--- config.mk ---
export PLATFORM = sky130hd
export DESIGN_NAME = sorted_integer_set_table_unit
export DESIGN_NICKNAME = d
export VERILOG_FILES = /design/src/design/sist_pkg.sv /design/src/design/sorted_integer_set_table_unit.sv /design/src/design/sist_dpath.sv /design/src/design/sist_ctrl.sv
export SDC_FILE = /design/constraint.sdc
export NUM_CORES = 1
export LEC_CHECK = 0
export BUFFER_PORTS_ARGS = -buffer_cell sky130_fd_sc_hd__buf_2
export CAP_MARGIN = 10
export CORE_UTILIZATION = 50
export DETAILED_ROUTE_END_ITERATION = 16
export GPL_TIMING_DRIVEN = 0
export PLACE_DENSITY = 0.78
export RECOVER_POWER = 100
export SLEW_MARGIN = 15
export SYNTH_ARGS = -nofsm -noshare
export SYNTH_HDL_FRONTEND = slang
export SYNTH_SLANG_ARGS = --single-unit
export TNS_END_PERCENT = 50
--- constraint.sdc ---
create_clock -name clk -period 8.25 [get_ports clk]
set_clock_uncertainty 0.15 [all_clocks]
set_input_delay 1.2375 -clock clk [delete_from_list [all_inputs] [get_ports clk]]
set_output_delay 1.2375 -clock clk [all_outputs]
set_load 0.01 [all_outputs]
--- src/design/sist_pkg.sv ---
// shared types, codes and constants of the sorted integer set table
package sist_pkg;

  localparam int CAPACITY_DEF = 16;
  localparam int VALUE_W      = 32;
  localparam int KIND_W       = 2;
  localparam int COUNT_OUT_W  = 5;
  localparam int IN_DATA_W    = 32;
  localparam int OUT_DATA_W   = 40;

  typedef enum logic [KIND_W-1:0] {
    KIND_ADD     = 2'd0,
    KIND_REMOVE  = 2'd1,
    KIND_MEMBER  = 2'd2,
    KIND_EXTRACT = 2'd3
  } kind_t;

  typedef enum logic [1:0] {
    RD_MID,
    RD_BELOW,
    RD_ABOVE,
    RD_FIRST
  } rd_sel_t;

  typedef enum logic [3:0] {
    ST_IDLE,
    ST_BS_RD,
    ST_BS_CMP,
    ST_DECIDE,
    ST_INS_CHK,
    ST_INS_WR,
    ST_DEL_CHK,
    ST_DEL_WR,
    ST_X_RD,
    ST_X_CAP,
    ST_RESULT
  } state_t;

  typedef struct packed {
    logic    load;
    logic    rd_en;
    rd_sel_t rd_sel;
    logic    bs_step;
    logic    ins_init;
    logic    ins_step;
    logic    ins_new;
    logic    del_init;
    logic    del_step;
    logic    cnt_dec;
    logic    ext_cap;
    logic    succ_set;
    logic    full_set;
    logic    res_load;
  } dp_cmd_t;

  typedef struct packed {
    kind_t kind;
    logic  bs_done;
    logic  found;
    logic  full;
    logic  empty;
    logic  ins_more;
    logic  del_more;
    logic  out_free;
  } dp_sts_t;

endpackage

--- src/design/sorted_integer_set_table_unit.sv ---
// top level of the sorted integer set table: controller and datapath
//
//  channel  dir  ports                           beat contents
//  in_      in   in_tvalid/in_tready             tuser kind, tdata value
//  out_     out  out_tvalid/out_tready           tdata success .. is_empty
//
// one operation at a time; the binary search over the entry memory reads a
// probe and then compares it (one read port), and the shift moves entries one
// at a time with a read step and a write step each; probes at most
// ceil(log2(count+1)); extract skips the search, reads the first entry and
// shifts the rest down, or goes straight to the result on an empty table
// reset clears the count and the result valid flag; entry memory needs no clearing
// a new beat is taken while the previous result still waits at the output
// a stalled output holds the controller at its result step only
module sorted_integer_set_table_unit import sist_pkg::*; #(
  parameter int CAPACITY = CAPACITY_DEF
) (
  input  logic                  clk,
  input  logic                  rst_n,
  input  logic                  in_tvalid,
  output logic                  in_tready,
  input  logic [IN_DATA_W-1:0]  in_tdata,   // value[31:0]
  input  logic [KIND_W-1:0]     in_tuser,   // kind[1:0]
  output logic                  out_tvalid,
  input  logic                  out_tready,
  output logic [OUT_DATA_W-1:0] out_tdata   // success, full_flag, extracted_value[31:0],
                                            // element_count[4:0], is_empty
);

  dp_cmd_t cmd;
  dp_sts_t sts;

  sist_ctrl u_ctrl (
    .clk       (clk),
    .rst_n     (rst_n),
    .in_tvalid (in_tvalid),
    .in_tready (in_tready),
    .sts       (sts),
    .cmd       (cmd)
  );

  sist_dpath #(
    .CAPACITY (CAPACITY)
  ) u_dpath (
    .clk        (clk),
    .rst_n      (rst_n),
    .cmd        (cmd),
    .sts        (sts),
    .in_tdata   (in_tdata),
    .in_tuser   (in_tuser),
    .out_tvalid (out_tvalid),
    .out_tready (out_tready),
    .out_tdata  (out_tdata)
  );

endmodule

--- src/design/sist_dpath.sv ---
// datapath: entry memory, count, search bounds, shift index and result register
module sist_dpath import sist_pkg::*; #(
  parameter int CAPACITY = CAPACITY_DEF
) (
  input  logic                  clk,
  input  logic                  rst_n,
  input  dp_cmd_t               cmd,
  output dp_sts_t               sts,
  input  logic [IN_DATA_W-1:0]  in_tdata,   // value
  input  logic [KIND_W-1:0]     in_tuser,   // kind
  output logic                  out_tvalid,
  input  logic                  out_tready,
  output logic [OUT_DATA_W-1:0] out_tdata   // success, full_flag, extracted_value, element_count, is_empty
);

  localparam int AW = $clog2(CAPACITY);
  localparam int CW = $clog2(CAPACITY + 1);

  logic [VALUE_W-1:0] mem [CAPACITY];
  logic [VALUE_W-1:0] rdata_r;

  logic [CW-1:0]      count_r;
  logic [CW-1:0]      lo_r, hi_r, idx_r;
  kind_t              op_kind_r;
  logic [VALUE_W-1:0] op_value_r;
  logic               found_r, succ_r, full_r;
  logic [VALUE_W-1:0] ext_r;

  logic                   out_valid_r;
  logic                   out_success_r, out_full_r, out_empty_r;
  logic [VALUE_W-1:0]     out_ext_r;
  logic [COUNT_OUT_W-1:0] out_count_r;

  logic [CW:0]             mid_sum;
  logic [CW-1:0]           mid;
  logic [CW-1:0]           idx_m1, idx_p1;
  logic [AW-1:0]           rd_addr, wr_addr;
  logic [VALUE_W-1:0]      wr_data;
  logic                    wr_en;
  logic [CW+COUNT_OUT_W-1:0] count_wide;

  assign mid_sum    = {1'b0, lo_r} + {1'b0, hi_r};
  assign mid        = mid_sum[CW:1];
  assign idx_m1     = idx_r - 1'b1;
  assign idx_p1     = idx_r + 1'b1;
  assign count_wide = {{COUNT_OUT_W{1'b0}}, count_r};

  always_comb begin
    case (cmd.rd_sel)
      RD_MID:   rd_addr = mid[AW-1:0];
      RD_BELOW: rd_addr = idx_m1[AW-1:0];
      RD_ABOVE: rd_addr = idx_p1[AW-1:0];
      default:  rd_addr = '0;
    endcase
  end

  assign wr_en   = cmd.ins_step | cmd.del_step | cmd.ins_new;
  assign wr_addr = cmd.ins_new ? lo_r[AW-1:0] : idx_r[AW-1:0];
  assign wr_data = cmd.ins_new ? op_value_r : rdata_r;

  // entry memory
  always_ff @(posedge clk) begin
    if (wr_en) begin
      mem[wr_addr] <= wr_data;
    end
    if (cmd.rd_en) begin
      rdata_r <= mem[rd_addr];
    end
  end

  always_ff @(posedge clk) begin
    if (!rst_n) begin
      count_r <= '0;
    end else if (cmd.ins_new) begin
      count_r <= count_r + 1'b1;
    end else if (cmd.cnt_dec) begin
      count_r <= count_r - 1'b1;
    end
  end

  always_ff @(posedge clk) begin
    if (cmd.load) begin
      op_kind_r  <= kind_t'(in_tuser);
      op_value_r <= in_tdata[VALUE_W-1:0];
      lo_r       <= '0;
      hi_r       <= count_r;
      found_r    <= 1'b0;
      succ_r     <= 1'b0;
      full_r     <= 1'b0;
      ext_r      <= '0;
    end else begin
      if (cmd.bs_step) begin
        if ($signed(rdata_r) < $signed(op_value_r)) begin
          lo_r <= mid + 1'b1;
        end else begin
          hi_r <= mid;
        end
        if (rdata_r == op_value_r) begin
          found_r <= 1'b1;
        end
      end
      if (cmd.succ_set) begin
        succ_r <= 1'b1;
      end
      if (cmd.full_set) begin
        full_r <= 1'b1;
      end
      if (cmd.ext_cap) begin
        ext_r <= rdata_r;
      end
    end
  end

  always_ff @(posedge clk) begin
    if (cmd.ins_init) begin
      idx_r <= count_r;
    end else if (cmd.del_init) begin
      idx_r <= lo_r;
    end else if (cmd.ins_step) begin
      idx_r <= idx_m1;
    end else if (cmd.del_step) begin
      idx_r <= idx_p1;
    end
  end

  // result register
  always_ff @(posedge clk) begin
    if (!rst_n) begin
      out_valid_r <= 1'b0;
    end else if (cmd.res_load) begin
      out_valid_r <= 1'b1;
    end else if (out_tready) begin
      out_valid_r <= 1'b0;
    end
  end

  always_ff @(posedge clk) begin
    if (cmd.res_load) begin
      out_success_r <= succ_r;
      out_full_r    <= full_r;
      out_ext_r     <= ext_r;
      out_count_r   <= count_wide[COUNT_OUT_W-1:0];
      out_empty_r   <= (count_r == '0);
    end
  end

  assign out_tvalid = out_valid_r;
  assign out_tdata  = {out_empty_r, out_count_r, out_ext_r, out_full_r, out_success_r};

  assign sts.kind     = op_kind_r;
  assign sts.bs_done  = (lo_r == hi_r);
  assign sts.found    = found_r;
  assign sts.full     = (count_r == CW'(CAPACITY));
  assign sts.empty    = (count_r == '0);
  assign sts.ins_more = (idx_r > lo_r);
  assign sts.del_more = ({1'b0, idx_r} + 1'b1) < {1'b0, count_r};
  assign sts.out_free = !out_valid_r || out_tready;

  assert property (@(posedge clk) disable iff (!rst_n)
    count_r <= CW'(CAPACITY))
    else $error("entry count beyond capacity");

  assert property (@(posedge clk) disable iff (!rst_n)
    $past(rst_n) && !$stable(count_r) |->
      (count_r == $past(count_r) + 1'b1) || (count_r == $past(count_r) - 1'b1))
    else $error("entry count moved by more than one");

  assert property (@(posedge clk) disable iff (!rst_n)
    out_valid_r && out_full_r |-> !out_success_r)
    else $error("refused add reported as success");

  assert property (@(posedge clk) disable iff (!rst_n)
    out_valid_r && !out_success_r |-> out_ext_r == '0)
    else $error("extracted value set on a failed operation");

endmodule

--- src/design/sist_ctrl.sv ---
// controller: sequences search, shift and result phases of one operation
module sist_ctrl import sist_pkg::*; (
  input  logic    clk,
  input  logic    rst_n,
  input  logic    in_tvalid,
  output logic    in_tready,
  input  dp_sts_t sts,
  output dp_cmd_t cmd
);

  state_t state_r, state_nxt;

  always_ff @(posedge clk) begin
    if (!rst_n) begin
      state_r <= ST_IDLE;
    end else begin
      state_r <= state_nxt;
    end
  end

  always_comb begin
    state_nxt = state_r;
    unique case (state_r)
      ST_IDLE: begin
        if (in_tvalid) state_nxt = ST_BS_RD;
      end
      ST_BS_RD: begin
        if (sts.kind == KIND_EXTRACT) state_nxt = ST_X_RD;
        else if (sts.bs_done)         state_nxt = ST_DECIDE;
        else                          state_nxt = ST_BS_CMP;
      end
      ST_BS_CMP: state_nxt = ST_BS_RD;
      ST_DECIDE: begin
        unique case (sts.kind)
          KIND_ADD:    state_nxt = (sts.found || sts.full) ? ST_RESULT : ST_INS_CHK;
          KIND_REMOVE: state_nxt = sts.found ? ST_DEL_CHK : ST_RESULT;
          default:     state_nxt = ST_RESULT;
        endcase
      end
      ST_INS_CHK: state_nxt = sts.ins_more ? ST_INS_WR : ST_RESULT;
      ST_INS_WR:  state_nxt = ST_INS_CHK;
      ST_DEL_CHK: state_nxt = sts.del_more ? ST_DEL_WR : ST_RESULT;
      ST_DEL_WR:  state_nxt = ST_DEL_CHK;
      ST_X_RD:    state_nxt = sts.empty ? ST_RESULT : ST_X_CAP;
      ST_X_CAP:   state_nxt = ST_DEL_CHK;
      ST_RESULT: begin
        if (sts.out_free) state_nxt = ST_IDLE;
      end
      default:    state_nxt = ST_IDLE;
    endcase
  end

  always_comb begin
    cmd       = '0;
    cmd.rd_sel = RD_MID;
    in_tready = 1'b0;
    unique case (state_r)
      ST_IDLE: begin
        in_tready = 1'b1;
        cmd.load  = in_tvalid;
      end
      ST_BS_RD: begin
        if (sts.kind != KIND_EXTRACT && !sts.bs_done) begin
          cmd.rd_en  = 1'b1;
          cmd.rd_sel = RD_MID;
        end
      end
      ST_BS_CMP: cmd.bs_step = 1'b1;
      ST_DECIDE: begin
        unique case (sts.kind)
          KIND_ADD: begin
            if (!sts.found && sts.full) cmd.full_set = 1'b1;
            if (!sts.found && !sts.full) cmd.ins_init = 1'b1;
          end
          KIND_REMOVE: begin
            cmd.succ_set = sts.found;
            cmd.del_init = sts.found;
          end
          KIND_MEMBER: cmd.succ_set = sts.found;
          default: ;
        endcase
      end
      ST_INS_CHK: begin
        if (sts.ins_more) begin
          cmd.rd_en  = 1'b1;
          cmd.rd_sel = RD_BELOW;
        end else begin
          cmd.ins_new  = 1'b1;
          cmd.succ_set = 1'b1;
        end
      end
      ST_INS_WR: cmd.ins_step = 1'b1;
      ST_DEL_CHK: begin
        if (sts.del_more) begin
          cmd.rd_en  = 1'b1;
          cmd.rd_sel = RD_ABOVE;
        end else begin
          cmd.cnt_dec = 1'b1;
        end
      end
      ST_DEL_WR: cmd.del_step = 1'b1;
      ST_X_RD: begin
        if (!sts.empty) begin
          cmd.rd_en  = 1'b1;
          cmd.rd_sel = RD_FIRST;
        end
      end
      ST_X_CAP: begin
        cmd.ext_cap  = 1'b1;
        cmd.succ_set = 1'b1;
        cmd.del_init = 1'b1;
      end
      ST_RESULT: cmd.res_load = sts.out_free;
      default: ;
    endcase
  end

  assert property (@(posedge clk) disable iff (!rst_n)
    cmd.ins_new |-> !cmd.cnt_dec && !cmd.del_step)
    else $error("insert and delete in the same cycle");

  assert property (@(posedge clk) disable iff (!rst_n)
    cmd.load |=> state_r == ST_BS_RD)
    else $error("operation accepted without starting the search");

  assert property (@(posedge clk) disable iff (!rst_n)
    cmd.res_load |=> state_r == ST_IDLE)
    else $error("result loaded without returning to idle");

endmodule
Yosys cells after proc, flatten, opt, wreduce, memory -nomap -nowiden

Memory sizes are Yosys's and may differ from the RTL's. A register that Yosys moved wholly into a read port is not among the register bits.
Index checks and enable logic that the tools add are counted.

Bits in registers: 134
Bits in latches: 0
Bits in writable memories: 512
Bits in read-only memories: 0
Bits of input ports: 38
Output and inout port bits: 42
Memories: 1

$add $sub $neg: 7
$mul: 0
Div/mod/pow operators: 0
Order comparisons: 3
Eq/ne operators: 22
Shift operators: 0
Mux-type cells: 53
Bitwise gates (word level): 2
Reductions and logical operators: 23

Memories:

| memory      | depth | width | rd ports | clocked after Yosys merged registers in | wr ports | RTL line         | text |
|---|---|---|---|---|---|---|---|
| u_dpath.mem | 16    | 32    | 1        | 1                                       | 1        | sist_dpath.sv:19 | `logic [VALUE_W-1:0] mem [CAPACITY];` |

Operators with widths:

| cell                | number |
|---|---|
| $mux 5              | 9 |
| $pmux 4 s10         | 1 |
| $eq 32x32->1        | 1 |
| $lt 32x32->1        | 1 |
| $mux 32             | 1 |
| $mux 4              | 8 |
| $mux 1              | 24 |
| $eq 4x3->1 const B  | 4 |
| $add 5x1->5 const B | 3 |
| $eq 4x4->1 const B  | 3 |
| $mux 3              | 4 |
| $pmux 3 s4          | 1 |
| $pmux 4 s3          | 1 |
| $sub 5x1->5 const B | 2 |
| $eq 4x2->1 const B  | 2 |
| $pmux 4 s2          | 1 |
| $reduce_and 2->1    | 4 |
| $add 5x1->6 const B | 1 |
| $add 5x5->6         | 1 |
| $eq 2x2->1 const B  | 3 |
| $lt 6x5->1          | 1 |
| $ne 2x2->1 const B  | 3 |
| $reduce_bool 2->1   | 3 |
| $eq 5x5->1          | 1 |
| 17 further kinds    | 27 |

Longest topological paths before layout

Depth after elaboration: 7
Mapped depth: 16
Gate-level depth less buffers: 14

Hierarchy

Synthesis repeated with hierarchy kept, for this count alone.

Cells, all modules: 2054
Area total of the unflattened synthesis: 28630.0 um^2

By module, submodules not included:

| module     | times used | cells each | area an instance (um^2) |
|---|---|---|---|
| sist_dpath | 1          | 1971       | 28030.6 |
| sist_ctrl  | 1          | 83         | 599.3 |

Worst setup path before layout

No wires, ideal clock.

Kind: input -> register
Start: input port out_tready
End: register u_dpath.out_count_r[0] (enable)
Library setup time: 487 ps
Arrival time: 4040 ps
Required time: 7613 ps
Setup slack: 3573 ps
Stages on the path: 2
Cells stage by stage: nor2b_1 -> nor3_1

RTL lines:

| item                   | RTL line                            | text |
|---|---|---|
| start: declaration     | sorted_integer_set_table_unit.sv:25 | `input logic out_tready,` |
| end signal: assignment | sist_dpath.sv:142                   | `out_count_r <= count_wide[COUNT_OUT_W-1:0];` |
| end: declaration       | sist_dpath.sv:32                    | `logic [COUNT_OUT_W-1:0] out_count_r;` |

Worst setup path after layout

Start: register u_dpath.lo_r[3]
End: memory u_dpath.mem[8][23] (enable)

Longest elaborated chain between the ends: 6

Ends and longest elaborated chain:

| item                         | RTL line          | text |
|---|---|---|
| start: declaration           | sist_dpath.sv:23  | `logic [CW-1:0] lo_r, hi_r, idx_r;` |
| start signal: assignment     | sist_dpath.sv:94  | `lo_r <= mid + 1'b1;` |
| $gt 5x5->1                   | sist_dpath.sv:155 | `assign sts.ins_more = (idx_r > lo_r);` |
| $mux 1                       | sist_ctrl.sv:84   | `if (sts.ins_more) begin` |
| $mux 1                       | sist_ctrl.sv:57   | `unique case (state_r)` |
| $or 1x1->1                   | sist_dpath.sv:57  | `assign wr_en = cmd.ins_step \| cmd.del_step \| cmd.ins_new;` |
| $mux 1                       | sist_dpath.sv:63  | `if (wr_en) begin` |
| $mux 1 (not written as such) | sist_dpath.sv:64  | `mem[wr_addr] <= wr_data;` |
| end: declaration             | sist_dpath.sv:19  |  |

Several ways; a longest one is shown, not always the timed one.

==> impl_metrics.json <==
{
  "timing_max_transition_violations_final": 639,
  "finalWeightedCongestion": 0.958,
  "synth_simple_gate_area_frac": 0.0842,
  "yosysWarnings": 0,
  "detailroute.via_count": 17500,
  "leakagePower_nw": 10.8,
  "cts_made_buffers": 67,
  "dominant_combinational_cell_family_by_area_after_synthesis": "simple AND/OR/NAND/NOR gates",
  "pin_count": 80,
  "syn_inst": 1872,
  "ctsHoldBuffers": 0,
  "grt_start_max_net_pins": 44,
  "setup.worst_path.start_class": "flip-flop",
  "synth.avg_cell_area_um2": 14.6,
  "worstHoldPathCells": 0,
  "max-clock-path-buffers": 3,
  "status": "finished with violations",
  "wire_length_per_cell_after_detailed_routing_um": 25.9,
  "initialDrtViolationCount": 2156,
  "post-route-worst-setup-slack_ps": 1790,
  "hold_path_startpoint": "u_dpath.ext_r[0]",
  "async_flop_share": 0,
  "ff2ff_path_depth": 13,
  "yosysSeqAreaShare": 0.724,
  "antenna_found_initial": 0,
  "pwr_density_cell_mw_per_mm2": 428,
  "ff2ff_setup_slack_ps": 1790,
  "timing.hold.ws_ps": 275,
  "synth_compound_gate_area_share": 0.0810,
  "grt_pass1_vias": 17200,
  "globalRouteOverflowTotal": 0,
  "cts_tree": "yes",
  "vdd_drop_max_mv": 0.323,
  "cts-root-buf": "sky130_fd_sc_hd__clkbuf_16",
  "grt_pass1_wl_um": 106000,
  "layout_cell_share_with_drive_strength_beyond_1": 0.101,
  "rsz0062_at_grt": "no",
  "dpl_cell_area_mm2": 0.0294,
  "finalWorstPathRequiredPeriod_ps": 6460,
  "fill_cells": 4135,
  "worst_hold_end": "u_dpath.out_ext_r[0]",
  "maxCapViolations": 37,
  "pre_cts_ws_ps": 3200,
  "worst_r2r_endpoint": "u_dpath.mem[8][23]",
  "finish.instance_area_mm2": 0.0310,
  "ctsResizeCount": 0,
  "drcViolationCount": 0,
  "vertical_die_dimension_um": 236,
  "worst_pin_slew_ps": 3250,
  "r2r_start": "u_dpath.lo_r[3]",
  "dr.pass1.iters": 6,
  "h-tree-depth": 3,
  "hold_violations": 0,
  "die_width_um": 236,
  "worstSetupPathType": "flip-flop to flip-flop",
  "area_added_between_synthesis_and_finish_pct": 13.0,
  "fmax_mhz": 155,
  "critical_path_peak_fanout": 20,
  "clock_insertion_delay_worst_skew_ps": 620,
  "num_clock_sinks": 678,
  "post_synth_num_cell_types": 62,
  "grt_usage": 0.259,
  "detail-route-antenna-nets": 0,
  "synth.mux.area_fraction": 0.0491,
  "placeableCoreArea_mm2": 0.0540,
  "design.die.area_mm2": 0.0558,
  "avgViaCountPerCell": 6.23,
  "timing.final.setup_violations": 0,
  "hold_path.class": "flip-flop to flip-flop",
  "dominantRegCellSynth": "sky130_fd_sc_hd__edfxtp_1",
  "timing.critical_path.from": "u_dpath.lo_r[3]",
  "fin_tns_setup_ps": 0,
  "finalNetCount": 2148,
  "worst_setup_hold_path_clk_slew_ps": 60,
  "wirelength_um": 72600,
  "xor_xnor_cell_area_share_of_the_yosys_netlist": 0.00543,
  "place.detailed.hpwl_um": 46900,
  "crit_required_ps": 8300,
  "layout.cells.most_common_list": "628 x sky130_fd_sc_hd__edfxtp_1, 371 x sky130_fd_sc_hd__nand2_1, 133 x sky130_fd_sc_hd__mux2i_1, 129 x sky130_fd_sc_hd__clkbuf_1, 129 x sky130_fd_sc_hd__a32oi_1",
  "slew-limit-headroom": -1.17,
  "num_antenna_cells": 0,
  "synth_fa_ha_area_frac": 0.0266,
  "numPortBuffers": 79,
  "worstPathArrival_ps": 6510,
  "syn-num-nets": 1967,
  "floorplan.rows": 85,
  "final_common_cell": "sky130_fd_sc_hd__edfxtp_1",
  "synth.ff_latch_count": 678,
  "final_min_period_over_clock_period": 0.783,
  "post-cts-setup-buffers": 0,
  "synth_edf_count": 628,
  "final_core_utilization": 0.574,
  "worst_setup_path_end_kind": "flip-flop",
  "initial_core_util": 0.508,
  "netlist_area_mm2": 0.0274,
  "violations": "capacitance limit, slew limit"
}
==> final cells by class <==
type | count | area [µm²] | area share
plain buffers | 103 | 592 | 0.0191
clock buffers | 94 | 1880 | 0.0607
flip-flops and latches | 678 | 19900 | 0.641
inverters | 55 | 206 | 0.00666
well taps | 696 | 871 | 0.0281
multi-input cells | 1036 | 6750 | 0.218
clock inverters | 27 | 269 | 0.00868
repair buffers | 112 | 571 | 0.0184
==> synthesized netlist by cell type (all sizes together) (3+ instances only) <==
cell type	count	area (µm²)
o21bai	3	22.5
xnor2	11	96.3
o21a	3	22.5
and3	7	43.8
edfxtp	628	18900
and4	33	292
nor2	49	184
buf	65	458
a21boi	3	22.5
dfxtp	50	1000
a211oi	10	80.1
a31oi	12	75.1
or2	3	18.8
or3	3	18.8
ha	55	688
inv	53	199
a21oi	64	343
a21o	15	113
nor4	3	18.8
nand2b	5	31.3
mux2i	133	1330
o21ai	47	246
clkbuf	38	144
nand3	14	70.1
nand4	6	37.5
nand2	371	1390
xor2	6	52.6
a32oi	129	1130
a2111oi	4	35.0
nor3	17	105
nor2b	5	38.8
==> power breakdown <==
part | internal (mW) | switching [mW]
logic | 1.77 | 3.71
registers | 4.60 | 0.181
clock network | 1.73 | 1.28
total | 8.09 | 5.17
==> logic make-up (layout without fill, tap and decap cells) <==
family,after synthesis,in the layout
adder cells (fa/ha/maj),57,57
AND/OR/NAND/NOR,523,523
multiplexers,134,134
AO/OA/AOI/OAI,305,305
XOR/XNOR,17,17
buffers and inverters,158,391
flip-flops,678,678
==> worst max path at each step <==
stage	end	slack [ps]	depth (start not counted)
after CTS	u_dpath.mem[4][27]	3170	11
after floorplan	u_dpath.out_count_r[0]	3570	2
after detailed placement	u_dpath.mem[15][27]	3200	11
final	u_dpath.mem[8][23]	1790	13
after global routing	u_dpath.mem[8][23]	1580	13
after global placement	u_dpath.out_ext_r[11]	1350	3
==> per-stage QoR <==
| stage | cells | power, mW |
|---|---|---|
| floorplan | 1872 | 8.24 |
| global placement | 2647 | 9.92 |
| detailed placement | 2674 | 10.2 |
| CTS | 2795 | 13.1 |
| global route | 2801 | 13.7 |
| finish | 2801 | 13.3 |
==> state kept, by name (all words and copies together), names as in the netlist, 4 cells and up <==
signal / flops
u_dpath.hi_r: 5
u_dpath.op_value_r: 32
u_dpath.count_r: 5
u_dpath.lo_r: 5
u_ctrl.state_r: 4
u_dpath.out_ext_r: 32
u_dpath.mem: 512
u_dpath.rdata_r: 32
u_dpath.ext_r: 32
u_dpath.idx_r: 5
u_dpath.out_count_r: 5
==> metal layers <==
layer,global-route usage,share of wire,wire [µm]
met2,0.406,0.46,33300
met3,0.0583,0.12,8400
met4,0.118,0.041,2960
met1,0.347,0.38,27900
met5,0,0,0
==> worst max-delay path, stage by stage (launching register included) <==
cell,delay (ps)
sky130_fd_sc_hd__dfxtp_1,490
sky130_fd_sc_hd__inv_1,170
sky130_fd_sc_hd__ha_1,340
sky130_fd_sc_hd__a21oi_1,150
sky130_fd_sc_hd__a21boi_0,150
sky130_fd_sc_hd__or3_1,390
sky130_fd_sc_hd__a21boi_0,140
sky130_fd_sc_hd__nor2_1,510
sky130_fd_sc_hd__inv_1,190
sky130_fd_sc_hd__clkbuf_1,360
sky130_fd_sc_hd__nor3_1,240
sky130_fd_sc_hd__a21oi_1,150
sky130_fd_sc_hd__nor2_1,1270
sky130_fd_sc_hd__clkbuf_1,1330
(Power assumes the default switching activity.)
